## src/sv/tkd_pkg.sv

```systemverilog
`timescale 1ns / 1ps
`default_nettype none

package tkd_pkg;

    // Configuration port geometry: two 8-bit registers at byte addresses 0 and 4.
    localparam int ADDR_W      = 3;
    localparam int DATA_W      = 32;
    localparam int REG_SEL_BIT = 2;
    localparam logic REG_IDX_ROWS = 1'b0;
    localparam logic REG_IDX_COLS = 1'b1;

    // Register reset values.
    localparam logic [7:0] ROWS_RESET = 8'd24;
    localparam logic [7:0] COLS_RESET = 8'd80;

    // Default depth of the key queue between the parser and the cursor unit.
    localparam int QUEUE_DEPTH = 4;

    // Byte values seen on the terminal link.
    localparam logic [7:0] CHR_ESC      = 8'h1b;
    localparam logic [7:0] CHR_LBRACKET = 8'h5b;
    localparam logic [7:0] CHR_O        = 8'h4f;
    localparam logic [7:0] CHR_TILDE    = 8'h7e;
    localparam logic [7:0] CHR_A        = 8'h41;
    localparam logic [7:0] CHR_B        = 8'h42;
    localparam logic [7:0] CHR_C        = 8'h43;
    localparam logic [7:0] CHR_D        = 8'h44;
    localparam logic [7:0] CHR_F        = 8'h46;
    localparam logic [7:0] CHR_H        = 8'h48;
    localparam logic [7:0] CHR_0        = 8'h30;
    localparam logic [7:0] CHR_1        = 8'h31;
    localparam logic [7:0] CHR_3        = 8'h33;
    localparam logic [7:0] CHR_4        = 8'h34;
    localparam logic [7:0] CHR_5        = 8'h35;
    localparam logic [7:0] CHR_6        = 8'h36;
    localparam logic [7:0] CHR_7        = 8'h37;
    localparam logic [7:0] CHR_8        = 8'h38;
    localparam logic [7:0] CHR_9        = 8'h39;
    localparam logic [7:0] CTRL_MASK    = 8'h1f;
    localparam logic [7:0] CHR_CTRL_Q   = 8'h71 & CTRL_MASK;

    // Key codes carried in a word.
    localparam int KEY_W = 9;
    localparam logic [KEY_W-1:0] KEY_ESC    = {1'b0, CHR_ESC};
    localparam logic [KEY_W-1:0] KEY_CTRL_Q = {1'b0, CHR_CTRL_Q};
    localparam logic [KEY_W-1:0] KEY_LEFT   = 9'd256;
    localparam logic [KEY_W-1:0] KEY_RIGHT  = 9'd257;
    localparam logic [KEY_W-1:0] KEY_UP     = 9'd258;
    localparam logic [KEY_W-1:0] KEY_DOWN   = 9'd259;
    localparam logic [KEY_W-1:0] KEY_DEL    = 9'd260;
    localparam logic [KEY_W-1:0] KEY_HOME   = 9'd261;
    localparam logic [KEY_W-1:0] KEY_END    = 9'd262;
    localparam logic [KEY_W-1:0] KEY_PGUP   = 9'd263;
    localparam logic [KEY_W-1:0] KEY_PGDN   = 9'd264;

    // Escape sequence parser phases.
    typedef enum logic [2:0] {
        PH_IDLE,
        PH_ESC,
        PH_BRACKET,
        PH_OHH,
        PH_OTHER,
        PH_DIGIT
    } phase_t;

    // Screen geometry handed to the cursor unit.
    typedef struct packed {
        logic [7:0] rows;
        logic [7:0] cols;
    } screen_t;

    // Status of the key queue as seen by its producer and consumer.
    typedef struct packed {
        logic full;
        logic empty;
    } queue_status_t;

    // Key for the final letter of ESC [ letter or ESC O letter.
    function automatic logic [KEY_W-1:0] letter_key(input logic [7:0] b, input logic arrows);
        logic [KEY_W-1:0] k;
        k = KEY_ESC;
        if (arrows && b == CHR_A) k = KEY_UP;
        else if (arrows && b == CHR_B) k = KEY_DOWN;
        else if (arrows && b == CHR_C) k = KEY_RIGHT;
        else if (arrows && b == CHR_D) k = KEY_LEFT;
        else if (b == CHR_H) k = KEY_HOME;
        else if (b == CHR_F) k = KEY_END;
        return k;
    endfunction

    // Key for the digit of ESC [ digit ~.
    function automatic logic [KEY_W-1:0] digit_key(input logic [7:0] d);
        logic [KEY_W-1:0] k;
        case (d)
            CHR_1, CHR_7: k = KEY_HOME;
            CHR_3:        k = KEY_DEL;
            CHR_4, CHR_8: k = KEY_END;
            CHR_5:        k = KEY_PGUP;
            CHR_6:        k = KEY_PGDN;
            default:      k = KEY_ESC;
        endcase
        return k;
    endfunction

endpackage

`default_nettype wire

```

## src/sv/tkd_front.sv

```systemverilog
`timescale 1ns / 1ps
`default_nettype none

module tkd_front (
    input  wire logic                      clk,
    input  wire logic                      rst_n,
    input  wire logic                      accept,
    input  wire logic                      command,
    input  wire logic [7:0]                in_byte,
    output logic                           emit,
    output logic [tkd_pkg::KEY_W-1:0]      key
);
    import tkd_pkg::*;

    phase_t     phase_reg;
    phase_t     phase_next;
    logic [7:0] held_reg;
    logic [7:0] held_next;
    logic       is_digit;

    assign is_digit = in_byte inside {[CHR_0:CHR_9]};

    // Next phase and held byte.
    always_comb
    begin
        phase_next = phase_reg;
        held_next  = held_reg;
        if (accept)
        begin
            if (phase_reg == PH_IDLE)
            begin
                if (!command && in_byte == CHR_ESC)
                    phase_next = PH_ESC;
            end
            else if (command)
            begin
                phase_next = PH_IDLE;
            end
            else
            begin
                case (phase_reg)
                    PH_ESC:
                    begin
                        held_next = in_byte;
                        if (in_byte == CHR_LBRACKET)
                            phase_next = PH_BRACKET;
                        else if (in_byte == CHR_O)
                            phase_next = PH_OHH;
                        else
                            phase_next = PH_OTHER;
                    end
                    PH_BRACKET:
                    begin
                        if (is_digit)
                        begin
                            held_next  = in_byte;
                            phase_next = PH_DIGIT;
                        end
                        else
                        begin
                            phase_next = PH_IDLE;
                        end
                    end
                    default:
                        phase_next = PH_IDLE;
                endcase
            end
        end
    end

    // Key word produced by the accepted byte, if any.
    always_comb
    begin
        emit = 1'b0;
        key  = KEY_ESC;
        if (accept)
        begin
            if (phase_reg == PH_IDLE)
            begin
                emit = !command && in_byte != CHR_ESC;
                key  = {1'b0, in_byte};
            end
            else if (command)
            begin
                emit = 1'b1;
            end
            else
            begin
                case (phase_reg)
                    PH_ESC:
                        emit = 1'b0;
                    PH_BRACKET:
                    begin
                        emit = !is_digit;
                        key  = letter_key(in_byte, 1'b1);
                    end
                    PH_OHH:
                    begin
                        emit = 1'b1;
                        key  = letter_key(in_byte, 1'b0);
                    end
                    PH_DIGIT:
                    begin
                        emit = 1'b1;
                        key  = (in_byte == CHR_TILDE) ? digit_key(held_reg) : KEY_ESC;
                    end
                    default:
                        emit = 1'b1;
                endcase
            end
        end
    end

    // Parser state.
    always_ff @(posedge clk or negedge rst_n)
    begin
        if (!rst_n)
        begin
            phase_reg <= PH_IDLE;
            held_reg  <= '0;
        end
        else
        begin
            phase_reg <= phase_next;
            held_reg  <= held_next;
        end
    end

endmodule

`default_nettype wire

```

## src/sv/tkd_queue.sv

```systemverilog
`timescale 1ns / 1ps
`default_nettype none

module tkd_queue #(
    parameter int DEPTH = tkd_pkg::QUEUE_DEPTH
) (
    input  wire logic                          clk,
    input  wire logic                          rst_n,
    input  wire logic                          wr_en,
    input  wire logic [tkd_pkg::KEY_W-1:0]     wr_key,
    input  wire logic                          rd_en,
    output logic [tkd_pkg::KEY_W-1:0]          rd_key,
    output tkd_pkg::queue_status_t             status
);
    import tkd_pkg::*;

    localparam int PTR_W = (DEPTH > 1) ? $clog2(DEPTH) : 1;
    localparam int CNT_W = $clog2(DEPTH + 1);

    logic [KEY_W-1:0] slot_reg [DEPTH];
    logic [PTR_W-1:0] wr_ptr_reg;
    logic [PTR_W-1:0] wr_ptr_next;
    logic [PTR_W-1:0] rd_ptr_reg;
    logic [PTR_W-1:0] rd_ptr_next;
    logic [CNT_W-1:0] count_reg;
    logic [CNT_W-1:0] count_next;
    logic             do_wr;
    logic             do_rd;

    assign status.full  = (count_reg == CNT_W'(DEPTH));
    assign status.empty = (count_reg == '0);
    assign do_wr        = wr_en && !status.full;
    assign do_rd        = rd_en && !status.empty;
    assign rd_key       = slot_reg[rd_ptr_reg];

    // Pointer wrap and occupancy.
    always_comb
    begin
        wr_ptr_next = wr_ptr_reg;
        rd_ptr_next = rd_ptr_reg;
        count_next  = count_reg;
        if (do_wr)
            wr_ptr_next = (wr_ptr_reg == PTR_W'(DEPTH - 1)) ? '0 : wr_ptr_reg + PTR_W'(1);
        if (do_rd)
            rd_ptr_next = (rd_ptr_reg == PTR_W'(DEPTH - 1)) ? '0 : rd_ptr_reg + PTR_W'(1);
        if (do_wr && !do_rd)
            count_next = count_reg + CNT_W'(1);
        else if (do_rd && !do_wr)
            count_next = count_reg - CNT_W'(1);
    end

    always_ff @(posedge clk or negedge rst_n)
    begin
        if (!rst_n)
        begin
            wr_ptr_reg <= '0;
            rd_ptr_reg <= '0;
            count_reg  <= '0;
        end
        else
        begin
            wr_ptr_reg <= wr_ptr_next;
            rd_ptr_reg <= rd_ptr_next;
            count_reg  <= count_next;
        end
    end

    // Key storage.
    always_ff @(posedge clk)
    begin
        if (do_wr)
            slot_reg[wr_ptr_reg] <= wr_key;
    end

endmodule

`default_nettype wire

```

## src/sv/tkd_back.sv

```systemverilog
`timescale 1ns / 1ps
`default_nettype none

module tkd_back (
    input  wire logic                          clk,
    input  wire logic                          rst_n,
    input  wire tkd_pkg::screen_t              screen,
    input  wire tkd_pkg::queue_status_t        q_status,
    input  wire logic [tkd_pkg::KEY_W-1:0]     q_key,
    output logic                               q_pop,
    input  wire logic                          pop,
    output logic                               empty,
    output logic [tkd_pkg::KEY_W-1:0]          key_code,
    output logic [7:0]                         cursor_col,
    output logic [7:0]                         cursor_row,
    output logic                               quit
);
    import tkd_pkg::*;

    logic             out_valid_reg;
    logic             out_valid_next;
    logic [KEY_W-1:0] key_reg;
    logic             quit_reg;
    logic [7:0]       col_reg;
    logic [7:0]       col_next;
    logic [7:0]       row_reg;
    logic [7:0]       row_next;
    logic [7:0]       rows_eff;
    logic [7:0]       last_row;
    logic [7:0]       last_col;
    logic             load;

    // A zero screen size counts as one.
    assign rows_eff = (screen.rows == '0) ? 8'd1 : screen.rows;
    assign last_row = rows_eff - 8'd1;
    assign last_col = ((screen.cols == '0) ? 8'd1 : screen.cols) - 8'd1;

    // Take the next key when the output word is free or leaving.
    assign load  = !q_status.empty && (!out_valid_reg || pop);
    assign q_pop = load;

    assign out_valid_next = load || (out_valid_reg && !pop);

    // Cursor move for the key at the head of the queue.
    always_comb
    begin
        col_next = col_reg;
        row_next = row_reg;
        case (q_key)
            KEY_LEFT:  if (col_reg != '0) col_next = col_reg - 8'd1;
            KEY_RIGHT: if (col_reg < last_col) col_next = col_reg + 8'd1;
            KEY_UP:    if (row_reg != '0) row_next = row_reg - 8'd1;
            KEY_DOWN:  if (row_reg < last_row) row_next = row_reg + 8'd1;
            KEY_HOME:  col_next = '0;
            KEY_END:   col_next = last_col;
            KEY_PGUP:  row_next = (row_reg > rows_eff) ? row_reg - rows_eff : '0;
            KEY_PGDN:  if (row_reg < last_row) row_next = last_row;
            default:   ;
        endcase
    end

    always_ff @(posedge clk or negedge rst_n)
    begin
        if (!rst_n)
        begin
            out_valid_reg <= 1'b0;
            col_reg       <= '0;
            row_reg       <= '0;
        end
        else
        begin
            out_valid_reg <= out_valid_next;
            if (load)
            begin
                col_reg <= col_next;
                row_reg <= row_next;
            end
        end
    end

    // Output word payload.
    always_ff @(posedge clk)
    begin
        if (load)
        begin
            key_reg  <= q_key;
            quit_reg <= (q_key == KEY_CTRL_Q);
        end
    end

    assign empty      = !out_valid_reg;
    assign key_code   = key_reg;
    assign cursor_col = col_reg;
    assign cursor_row = row_reg;
    assign quit       = quit_reg;

endmodule

`default_nettype wire

```

## src/sv/terminal_key_decoder_cursor.sv

```systemverilog
`timescale 1ns / 1ps
`default_nettype none

// Terminal key decoder with cursor tracking. Each accepted word is a received byte
// (command 0) or a read timeout (command 1); ESC [ letter, ESC [ digit ~ and ESC O
// letter become arrow, home, end, delete and page keys, other bytes pass through as
// plain keys, and a timeout or unknown sequence gives ESC. Every finished key yields
// one result word with the cursor position after the key, clamped to screen_rows by
// screen_cols (registers at byte addresses 0 and 4; zero counts as one). The block
// takes one input word per clock while full is low; the parser phase register tracks
// each byte, a key queue of QUEUE_DEPTH words decouples it from the cursor unit, and
// the cursor unit, whenever the result word is free or popped, loads the next key into
// its result registers and updates its row and column registers once per cycle.
// Configuration may only be written while no keys are in flight.
module terminal_key_decoder_cursor #(
    parameter int QUEUE_DEPTH = tkd_pkg::QUEUE_DEPTH
) (
    input  wire logic                          clk,
    input  wire logic                          rst_n,
    // Input side.
    input  wire logic                          push,
    output logic                               full,
    input  wire logic                          command,
    input  wire logic [7:0]                    in_byte,
    // Result side.
    input  wire logic                          pop,
    output logic                               empty,
    output logic [tkd_pkg::KEY_W-1:0]          key_code,
    output logic [7:0]                         cursor_col,
    output logic [7:0]                         cursor_row,
    output logic                               quit,
    // Configuration port.
    input  wire logic                          psel,
    input  wire logic                          penable,
    input  wire logic                          pwrite,
    input  wire logic [tkd_pkg::ADDR_W-1:0]    paddr,
    input  wire logic [tkd_pkg::DATA_W-1:0]    pwdata,
    output logic [tkd_pkg::DATA_W-1:0]         prdata,
    output logic                               pready
);
    import tkd_pkg::*;

    logic             rows_sel;
    logic [7:0]       screen_rows_reg;
    logic [7:0]       screen_cols_reg;
    logic             cfg_wr;
    logic             in_accept;
    logic             f_emit;
    logic [KEY_W-1:0] f_key;
    logic [KEY_W-1:0] q_key;
    logic             q_pop;
    queue_status_t    q_status;
    screen_t          screen;

    // Configuration registers.
    assign pready   = 1'b1;
    assign cfg_wr   = psel && penable && pwrite && pready;
    assign rows_sel = (paddr[REG_SEL_BIT] == REG_IDX_ROWS);

    always_ff @(posedge clk or negedge rst_n)
    begin
        if (!rst_n)
        begin
            screen_rows_reg <= ROWS_RESET;
            screen_cols_reg <= COLS_RESET;
        end
        else if (cfg_wr)
        begin
            if (rows_sel)
                screen_rows_reg <= pwdata[7:0];
            else
                screen_cols_reg <= pwdata[7:0];
        end
    end

    assign prdata      = {{(DATA_W - 8){1'b0}}, rows_sel ? screen_rows_reg : screen_cols_reg};
    assign screen.rows = screen_rows_reg;
    assign screen.cols = screen_cols_reg;

    // Input handshake.
    assign full      = q_status.full;
    assign in_accept = push && !q_status.full;

    tkd_front u_front (
        .clk     (clk),
        .rst_n   (rst_n),
        .accept  (in_accept),
        .command (command),
        .in_byte (in_byte),
        .emit    (f_emit),
        .key     (f_key)
    );

    tkd_queue #(
        .DEPTH (QUEUE_DEPTH)
    ) u_queue (
        .clk    (clk),
        .rst_n  (rst_n),
        .wr_en  (f_emit),
        .wr_key (f_key),
        .rd_en  (q_pop),
        .rd_key (q_key),
        .status (q_status)
    );

    tkd_back u_back (
        .clk        (clk),
        .rst_n      (rst_n),
        .screen     (screen),
        .q_status   (q_status),
        .q_key      (q_key),
        .q_pop      (q_pop),
        .pop        (pop),
        .empty      (empty),
        .key_code   (key_code),
        .cursor_col (cursor_col),
        .cursor_row (cursor_row),
        .quit       (quit)
    );

    // The parser only produces a key for a word that the queue had room for.
    a_no_overflow: assert property (@(posedge clk) disable iff (!rst_n)
        f_emit |-> !q_status.full)
        else $error("key queue written while full");

    // The cursor unit only takes keys that are present.
    a_no_underflow: assert property (@(posedge clk) disable iff (!rst_n)
        q_pop |-> !q_status.empty)
        else $error("key queue read while empty");

    // A key written without a read leaves the queue occupied.
    a_queue_fill: assert property (@(posedge clk) disable iff (!rst_n)
        (f_emit && !q_pop) |=> !q_status.empty)
        else $error("key lost in queue");

endmodule

`default_nettype wire
```

## config.mk

```make
export PLATFORM = sky130hd
export DESIGN_NAME = terminal_key_decoder_cursor
export DESIGN_NICKNAME = d
export VERILOG_FILES = /design/src/sv/tkd_pkg.sv /design/src/sv/tkd_front.sv /design/src/sv/tkd_queue.sv /design/src/sv/tkd_back.sv /design/src/sv/terminal_key_decoder_cursor.sv
export SDC_FILE = /design/constraint.sdc
export NUM_CORES = 1
export LEC_CHECK = 0
export BUFFER_PORTS_ARGS = -buffer_cell sky130_fd_sc_hd__buf_2
export CAP_MARGIN = 5
export CORE_ASPECT_RATIO = 1.1
export CORE_UTILIZATION = 40
export CTS_BUF_LIST = sky130_fd_sc_hd__clkbuf_16
export CTS_CLUSTER_SIZE = 40
export DETAILED_ROUTE_END_ITERATION = 6
export PLACE_DENSITY = 0.7
export SLEW_MARGIN = 5
export SYNTH_ARGS = -nofsm -noshare
export SYNTH_HDL_FRONTEND = slang
export SYNTH_HIERARCHICAL = 1
export SYNTH_SLANG_ARGS = --single-unit
```

## constraint.sdc

```tcl
create_clock -name clk -period 3.83 [get_ports clk]
set_input_delay 0.766 -clock clk [delete_from_list [all_inputs] [get_ports clk]]
set_output_delay 0.766 -clock clk [all_outputs]
set_load 0.02 [all_outputs]
```

==> impl_results.md, run 1 <==
* Die area at between 15,000 and 20,000 µm²
* Kind of end point of the critical path: register
* Worst path slowest cell: or4_4
* Clock Skew at about 0.0096 ns
* Mapped cell area at roughly 6600 µm²
* Max_cap viols at 0
* Fraction of registers with async set/reset at between 50% and 60%
* Setup tns final at 0 ns
* CP Buf/Inv Count at 0
* Initial antenna violation count at 0
* Status: finished, final reports clean
* Gate Count Post-Synth at 601
* CP Depth at 11
* Vias in the first global route at 5,043
* Slew Limit Fails at 0
* Clk slew on worst S/H paths at approximately 0.07 ns
* Crit path DAT at roughly 4 ns
* Final hold violation count at 0
* Worst hold path type: reg2reg
* Wirelength per Cell at 17.5 µm
* Post-DP HPWL at 11,700 µm
* Antenna cells at 0
* Port Buf Inserts at 60
* # setup viols final at 0
* First-pass GRT wire length at around 25,000 µm
* Reg-to-reg endpoint: u_back/cursor_row[7]
* Peak Freq at around 0.27 GHz
* Fin crit period at ~3.8 ns
* Core Area at approximately 16,000 µm²
* Area Overhead vs Synth at 14.9%
* Power per cell area at between 700 and 800 nW/µm²
* Gr ovfl total at 0
* Final instance area at around 7600 µm²
* Critical Path, Cell by Cell: mux4_2 > or4_4 > or2_4 > or3_4 > ha_4 > a21oi_4 > o211ai_1 > o41ai_2 > xnor2_2 > a221oi_2 > o22ai_2
* Initial DRC count at 272
* Normalized max-slew margin at between 20% and 30%
* Final net count at between 700 and 800
* Worst-margin pin slew at around 1.1 ns
* Largest register FFs at 36
* Sequential Area at 2660 µm²
* I/O pin cnt at ~110
* Pin count of the biggest net entering global routing at 50
* Clock Latency Late Sink at ~0.35 ns
* Crit path max-delay family: simple AND/OR/NAND/NOR gates
* Die width at ~120 µm
* Post-Layout Cell Count at 891
* Initial Util at about 42%
* First-pass detailed-route iteration total at 5
* Height of the die at approximately 140 µm
* Cell area after placement at just over 7000 µm²
* GRT Util Overall at approximately 19%
* Avg Cell Area, Syn at roughly 11 µm²
* Pwr Total at 5590 µW
* RSZ-0062 raised after global routing: yes
* # DRC at 0
* Peak VDD IR at slightly below 0.3 mV
* Hold slack at between 0.4 and 0.5 ns
* Hold Crit Depth at 1
* Ys Warns at 6
* Routability cong. at 0.902
* RR Startpoint: u_queue/rd_ptr_reg[0]
* R2R Setup Slk at around 0.073 ns
* Fill count at about 1,400
* Register area share after synthesis at between 40% and 50%
* HP Start: u_front/held_reg[5]
* Share of layout cells above drive strength 1 at between 20 and 30%
* Rows at 48
* Crit path capture: u_back/cursor_row[7]
* CTS tree: done
* Lkg Pwr at ~0.0032 µW
* Number of synthesized flops with an enable pin at 46
* Critical path required time at 4.05 ns
* Antenna Nets Post-Route at 0
* Top FF cell, synth: dfrtp_1
* Crit-path max FO at 6
* Crit. Startpoint: u_queue/rd_ptr_reg[0]
* Netlist cell types at about 90
* Num CTS Buffers at 9
* CTS Hold Buffers Added at 0
* Clock root cell: clkbuf_16
* Fin crit share at a little over nine tenths
* Critical path startpoint category: register
* DRT Wirelength at around 16,000 µm
* WS Path Type: reg2reg
* Clk buf depth at 2
* R2R cell count at 11
* Routed vias at ~5,100
* Multi-input logic area at about 3700 µm²
* Post-synthesis register bit count at 97
* H-Tree Depth at 3
* Via density at 5.71
* Crit path largest cell delay at 0.57 ns
* # placed instances at 870
* Sink Count at between 90 and 100
## power by group
part           internal [µW]  switching, µW
Clock                    480            385
Combinational           1370           1540
Sequential              1440            385
## layer usage
layer  up-vias  routed length, µm  global-route usage [%]
met2       162               8140                    34.5
met1      2494               6350                    20.6
met5         -                  0                       0
met4         0                349                    6.49
met3        32                723                    4.42
li1       2399                  -                       -
## stage by stage
step | utilization [%] | setup WS, ns
final | 47.7 | 0.0733
after global routing | 47.7 | -0.0111
after CTS | 46.8 | 0.0306
after detailed placement | 45.0 | -0.154
after global placement | 45.0 | -0.0782
after floorplan | - | 0.0166
## cells in the final DEF, fill, tap and decap left out, drive strengths merged, types with 7 or more instances in the layout
master  instances
buf            93
dfrtp          47
edfxtp         46
nor2           42
ha             41
mux2           36
inv            32
conb           25
a21oi          25
nand2          22
o21ai          21
o21a           15
nand3          13
xnor2          13
nor3           12
xor2           12
clkbuf         10
mux4            9
and3            9
nand2b          9
nor4            8
o211ai          8
nor2b           8
or3             8
a21o            8
nand4           8
o221ai          7
a31oi           7
## final cells by class
cell class                      instances  area share, %
Multi-Input combinational cell        457           49.2
Sequential cell                        97           35.1
Timing Repair Buffer                   93           7.27
Clock buffer                           10           3.30
Tap cell                              200           3.30
Inverter                               28           1.38
Clock inverter                          6          0.511
## repair_timing
action | in CTS | in global routing
setup endpoints to repair | 3 | 11
setup buffers | 0 | 5
resized for setup | 3 | 12
pin swaps | 2 | 3
## worst min-delay path by stage
stage / to
global placement: u_queue/count_reg[2]
detailed placement: u_front/held_reg[5]
finish: u_front/held_reg[5]
floorplan: u_queue/count_reg[2]
CTS: u_front/held_reg[5]
global route: u_queue/count_reg[2]
## synthesized netlist by cell type, types with 8 or more instances
library cell	n	area share [%]
a21oi_1	25	1.9
and3_1	8	0.76
buf_4	29	3.3
dfrtp_1	47	18
edfxtp_1	46	21
ha_1	41	7.8
inv_1	28	1.6
mux2_2	32	5.5
mux4_2	9	3.1
nand2_1	22	1.3
nand2b_1	8	0.76
nand3_1	13	0.98
nor2_1	42	2.4
nor3_1	12	0.91
nor4_1	8	0.76
o211ai_1	8	0.91
o21a_1	15	1.7
o21ai_0	21	1.6
xnor2_1	12	1.6
xor2_1	12	1.6
## logic make-up after synthesis
| family | count (synthesis) | synth area share [%] |
|---|---|---|
| simple gates | 178 | 16.1 |
| compound gates | 135 | 14.7 |
| flops | 97 | 40.3 |
| buf+inv | 70 | 6.31 |
| mux | 49 | 10.0 |
| fa+ha+maj | 45 | 8.98 |
| xor+xnor | 25 | 3.43 |
| other cells | 2 | 0.114 |
Power figures use the tool's default switching activity.
==> inputs of run 2 (changes only) <==
- REMOVE_ABC_BUFFERS: not set -> 1
==> impl_results.md, run 2 (synthesis gave the netlist of run 1 again) <==
* Status: finished, final reports clean
* Initial antenna violation count at 0 (unchanged)
* Crit-path max FO at 7 (+1)
* Sink Count at 97 (unchanged)
* Post-Layout Cell Count at 893 (+0.22%)
* Critical Path, Cell by Cell: mux4_2 > or4_4 > or2_4 > or3_4 > ha_4 > a21oi_4 > o211ai_1 > o41ai_2 > buf_4 > xnor2_2 > a221oi_2 > o22ai_2
* Initial DRC count at 312 (+15%)
* I/O pin cnt at 112 (unchanged)
* Worst hold path type: in2async
* Pwr Total at 5680 µW (+1.6%)
* Final net count at 784 (+0.26%)
* Die width at 125 µm (unchanged)
* Commonest non-fill, non-tap cell in the layout: buf_2
* Critical path startpoint category: register
* WS Path Type: reg2reg
* Kind of end point of the critical path: register
* Fin crit share at 98.4% (+0.34 points)
* Lkg Pwr at 0.00320 µW (+0.67%)
* Normalized max-slew margin at 43.7% (+19 points)
* Critical path required time at 4.05 ns (about the same)
* # setup viols final at 0 (unchanged)
* Wirelength per Cell at 17.2 µm (-1.6%)
* Peak Freq at 0.265 GHz (-0.34%)
* Final Util at 48.0% (+0.35 points)
* Clk buf depth at 2 (unchanged)
* Max_cap viols at 0 (unchanged)
* # DRC at 0 (unchanged)
* Pin count of the biggest net entering global routing at 29 (-42%)
* First-pass detailed-route iteration total at 5 (unchanged)
* Dpl ws at -0.218 ns (-0.0647 ns)
* H-Tree Depth at 3 (unchanged)
* First-pass GRT wire length at 25,300 µm (+1.2%)
* Rows at 48 (unchanged)
* Multi-input logic area at 3740 µm² (+0.37%)
* Final hold violation count at 0 (unchanged)
* Clk slew on worst S/H paths at 0.07 ns (about the same)
* Num CTS Buffers at 9 (unchanged)
* R2R Setup Slk at 0.06 ns (about the same)
* RR Startpoint: u_queue/rd_ptr_reg[0]
* Worst path slowest cell: or4_4
* Power per cell area at 743 nW/µm² (+0.84%)
* Via density at 5.71 (about the same)
* Initial Util at 41.5% (unchanged)
* Area Overhead vs Synth at 15.8%
* Gr ovfl total at 0 (unchanged)
* Most frequent cells in the layout: buf_2, dfrtp_1, edfxtp_1
* Share of layout cells above drive strength 1 at 28.9% (+0.50 points)
* Reg-to-reg endpoint: u_back/cursor_row[7]
* Sequential Area at 2660 µm² (unchanged)
* Clock Latency Late Sink at 0.35 ns (about the same)
* Die area at 17,000 µm² (unchanged)
* DRT Wirelength at 15,300 µm (-1.4%)
* Port Buf Inserts at 60 (unchanged)
* Routed vias at 5,099 (+0.24%)
* Clock Skew at 0.00522 ns (-0.00442 ns)
* Fin crit period at 3.77 ns (+0.0130 ns)
* Crit path largest cell delay at 0.56 ns (about the same)
* Crit path max-delay family: simple AND/OR/NAND/NOR gates
* Crit path DAT at 3.99 ns (+0.02 ns)
* Antenna Nets Post-Route at 0 (unchanged)
* # placed instances at 876 (+0.69%)
* Post-DP HPWL at 11,600 µm (-1.2%)
* CTS Hold Buffers Added at 0 (unchanged)
* RSZ-0062 raised after global routing: yes
* Final worst slack at 0.0603 ns (-0.0130 ns)
* Height of the die at 137 µm (unchanged)
* Worst-margin pin slew at 0.842 ns (-0.287 ns)
* Fill count at 1,415 (+0.93%)
* Core Area at 15,900 µm² (unchanged)
* Vias in the first global route at 5,083 (+0.79%)
* Routability cong. at 0.893 (-0.95%)
* Peak VDD IR at 0.368 mV (+25%)
* Setup tns final at 0 ns (unchanged)
* Clock root cell: clkbuf_16
* Slew Limit Fails at 0 (unchanged)
* CP Buf/Inv Count at 1 (+1)
* Antenna cells at 0 (unchanged)
* Largest register FFs at 36 (unchanged)
* R2R cell count at 12 (+1)
* CTS tree: done
* GRT Util Overall at 18.5% (about the same)
[run 2: worst max-delay path by stage]
stage | to | startpoint | depth (start not counted)
CTS | u_back/cursor_row[7] | u_queue/rd_ptr_reg[0] | 12
finish | u_back/cursor_row[7] | u_queue/rd_ptr_reg[0] | 12
detailed placement | u_back/cursor_row[7] | u_queue/rd_ptr_reg[0] | 12
global placement | u_back/cursor_row[7] | u_queue/rd_ptr_reg[0] | 12
global route | u_back/cursor_row[7] | u_queue/rd_ptr_reg[0] | 12
floorplan | u_back/cursor_row[7] | u_queue/rd_ptr_reg[0] | 11
[run 2: report_power, final]
group	leakage (µW)	internal [µW]	total, µW	switching, µW
registers	0.00103	1440	1820	375
logic	0.00200	1380	2900	1520
clock network	0.000163	573	968	394
total	0.00320	3390	5680	2290
[run 2: stage by stage]
stage	hold WS [ns]	cell area [µm²]
after floorplan	0.464	6380
after global placement	0.478	7190
after detailed placement	0.491	7190
after CTS	0.417	7580
after global routing	0.433	7650
final	0.412	7650
[run 2: final cells by class]
type,instances,area share (%)
flip-flops and latches,97,34.8
clock inverters,7,1.23
clock buffers,9,2.95
repair buffers,95,7.36
inverters,28,1.37
well taps,200,3.27
multi-input cells,457,49.0
[run 2: what timing repair did]
item	CTS	global route
pin swaps	7	10
buffers inserted	1	0
gates cloned	0	0
setup endpoints to repair	5	11
gates resized for setup	8	11
[run 2: layer usage]
| metal | wire length [µm] | global-route usage [%] |
|---|---|---|
| met1 | 6460 | 21.6 |
| met2 | 8070 | 34.7 |
| met3 | 587 | 3.67 |
| met4 | 231 | 4.89 |
| met5 | 0 | 0 |
==> inputs of run 3 (changes only) <==
- CTS_BUF_LIST: sky130_fd_sc_hd__clkbuf_16 -> sky130_fd_sc_hd__clkbuf_8
- PLACE_DENSITY: 0.7 -> 0.68
- clock period: 3.83 -> 3.7 ns (I/O delays scaled with it)
==> impl_results.md, run 3 (synthesis gave the netlist of run 1 again) <==
* Most frequent cells in the layout: buf_2, buf_4, dfrtp_1, edfxtp_1, nor2_1
* CP Buf/Inv Count at 1 (unchanged)
* I/O pin cnt at 112 (unchanged)
* Wirelength per Cell at 17.2 µm (about the same)
* Clk buf depth at 2 (unchanged)
* Crit-path max FO at 6 (-1)
* Sink Count at 97 (unchanged)
* Crit path DAT at 4.21 ns (+0.22 ns)
* Met1 usage at 22.2% (+0.57 points)
* Num CTS Buffers at 9 (unchanged)
* Final worst slack at -0.242 ns (-0.303 ns)
* H-Tree Depth at 3 (unchanged)
* Final hold violation count at 0 (unchanged)
* Fin crit share at 107% (+8.1 points)
* First-pass GRT wire length at 25,500 µm (+0.68%)
* Cell area after placement at 7300 µm² (+1.6%)
* Antenna cells at 0 (unchanged)
* Kind of end point of the critical path: register
* Met3 Track Usage GR at 3.01% (-0.66 points)
* Met2 Track Usage GR at 34.1% (-0.55 points)
* Top Usage Layer GRT: met2
* Worst-margin pin slew at 0.978 ns (+0.136 ns)
* Core Area at 15,900 µm² (unchanged)
* # DRC at 0 (unchanged)
* Fin crit period at 3.94 ns (+0.173 ns)
* Clk slew on worst S/H paths at 0.10 ns (+0.03 ns)
* RSZ-0062 raised after global routing: yes
* WS Path Type: reg2reg
* Critical path required time at 3.97 ns (-0.08 ns)
* Vias in the first global route at 5,054 (-0.57%)
* Commonest non-fill, non-tap cell in the layout: buf_2
* Status: complete, but fails checks
* Lkg Pwr at 0.00323 µW (+1.0%)
* Critical path startpoint category: register
* Die area at 17,000 µm² (unchanged)
* Worst path slowest cell: or4_4
* Slew Limit Fails at 0 (unchanged)
* R2R Setup Slk at -0.24 ns (-0.30 ns)
* Routability cong. at 0.930 (+4.1%)
* Final net count at 806 (+2.8%)
* First-pass detailed-route iteration total at 5 (unchanged)
* Hold slack at 0.501 ns (+0.0892 ns)
* Rows at 48 (unchanged)
* Antenna Nets Post-Route at 0 (unchanged)
* Clock Latency Late Sink at 0.39 ns (+0.04 ns)
* Share of layout cells above drive strength 1 at 31.0% (+2.2 points)
* Die width at 125 µm (unchanged)
* Gr ovfl total at 0 (unchanged)
* Critical Path, Cell by Cell: mux4_2 > or4_4 > or2_4 > or3_4 > ha_4 > a21oi_2 > o211ai_1 > o41ai_1 > buf_4 > xnor2_2 > a221oi_2 > o22ai_2
* Power per cell area at 737 nW/µm² (-0.89%)
* Final instance area at 7670 µm² (+0.28%)
* Failing checks: negative setup slack
* Clock Skew at 0.00546 ns (+0.000244 ns)
* GRT Util Overall at 18.8% (+0.21 points)
* Peak VDD IR at 0.268 mV (-27%)
* Pin count of the biggest net entering global routing at 42 (+45%)
* Via density at 5.72 (+0.20%)
* Crit path largest cell delay at 0.56 ns (about the same)
* Initial DRC count at 318 (+1.9%)
* Normalized max-slew margin at 34.8% (-8.9 points)
* DRT Wirelength at 15,700 µm (+2.6%)
* Largest register FFs at 36 (unchanged)
* Peak Freq at 0.254 GHz (-4.4%)
* Crit path max-delay family: simple AND/OR/NAND/NOR gates
* Post-DP HPWL at 11,700 µm (+1.5%)
* Height of the die at 137 µm (unchanged)
* Area Overhead vs Synth at 16.1%
* Initial Util at 41.5% (unchanged)
* CTS tree: done
* # setup viols final at 5 (+5)
* Initial antenna violation count at 0 (unchanged)
* Fill count at 1,406 (-0.64%)
* Port Buf Inserts at 60 (unchanged)
* Worst hold path type: in2async
* Routed vias at 5,235 (+2.7%)
* Max_cap viols at 0 (unchanged)
* Clock root cell: clkbuf_8
-- run 3: per-stage QoR --
| step | instances | util [%] | total power (µW) | TNS (ns) | setup slack, ns |
|---|---|---|---|---|---|
| after floorplan | 582 | - | 3800 | -0.805 | -0.405 |
| after global placement | 891 | 45.9 | 4670 | -0.847 | -0.278 |
| after detailed placement | 891 | 45.9 | 4820 | -1.23 | -0.353 |
| after CTS | 907 | 47.2 | 5520 | -0.483 | -0.174 |
| after global routing | 915 | 48.2 | 6040 | -1.63 | -0.450 |
| final | 915 | 48.2 | 5650 | -0.404 | -0.242 |
-- run 3: final timing paths --
| kind | start | cells after the start | end |
|---|---|---|---|
| worst max-delay path | u_queue/rd_ptr_reg[0] | 12 | u_back/cursor_row[7] |
| worst min-delay path | rst_n | 1 | screen_rows_reg[2] |
| worst max register to register | u_queue/rd_ptr_reg[0] | 12 | u_back/cursor_row[7] |
| worst min register to register | u_queue/count_reg[2] | 1 | u_queue/count_reg[2] |
| max in group asynchronous | rst_n | 2 | u_front/phase_reg[2] |
| min in group clk | u_queue/count_reg[2] | 1 | u_queue/count_reg[2] |
-- run 3: per-layer routing --
metal / wire length, µm / share of wire, %
met5: 0 / 0
met1: 6470 / 41
met2: 8230 / 52
met4: 215 / 1.4
met3: 835 / 5.3
-- run 3: cell type report --
cell class / count / area [µm²] / share of cell area (%)
Clock buffer: 9 / 124 / 1.62
Clock inverter: 7 / 56.3 / 0.734
Inverter: 28 / 105 / 1.37
Multi-Input combinational cell: 457 / 3730 / 48.7
Sequential cell: 97 / 2660 / 34.7
Tap cell: 200 / 250 / 3.26
Timing Repair Buffer: 117 / 736 / 9.60
-- run 3: repair_timing --
item,CTS,global route
endpoints found under the setup margin,7,12
setup buffers,0,8
hold buffers,0,0
gates cloned,0,0
pin swaps,1,4
resized for setup,7,16
-- run 3: worst reg2reg max path, stage by stage, from the launching register on --
cell and delay (ns):
dfrtp_2 0.47, mux4_2 0.53, or4_4 0.56, or2_4 0.24, or3_4 0.45, ha_4 0.25, a21oi_2 0.14, o211ai_1 0.16
o41ai_1 0.35, buf_4 0.19, xnor2_2 0.08, a221oi_2 0.28, o22ai_2 0.12
-- run 3: power by group --
part,switching (µW),internal [µW]
Clock,400,252
Sequential,383,1490
Combinational,1630,1500
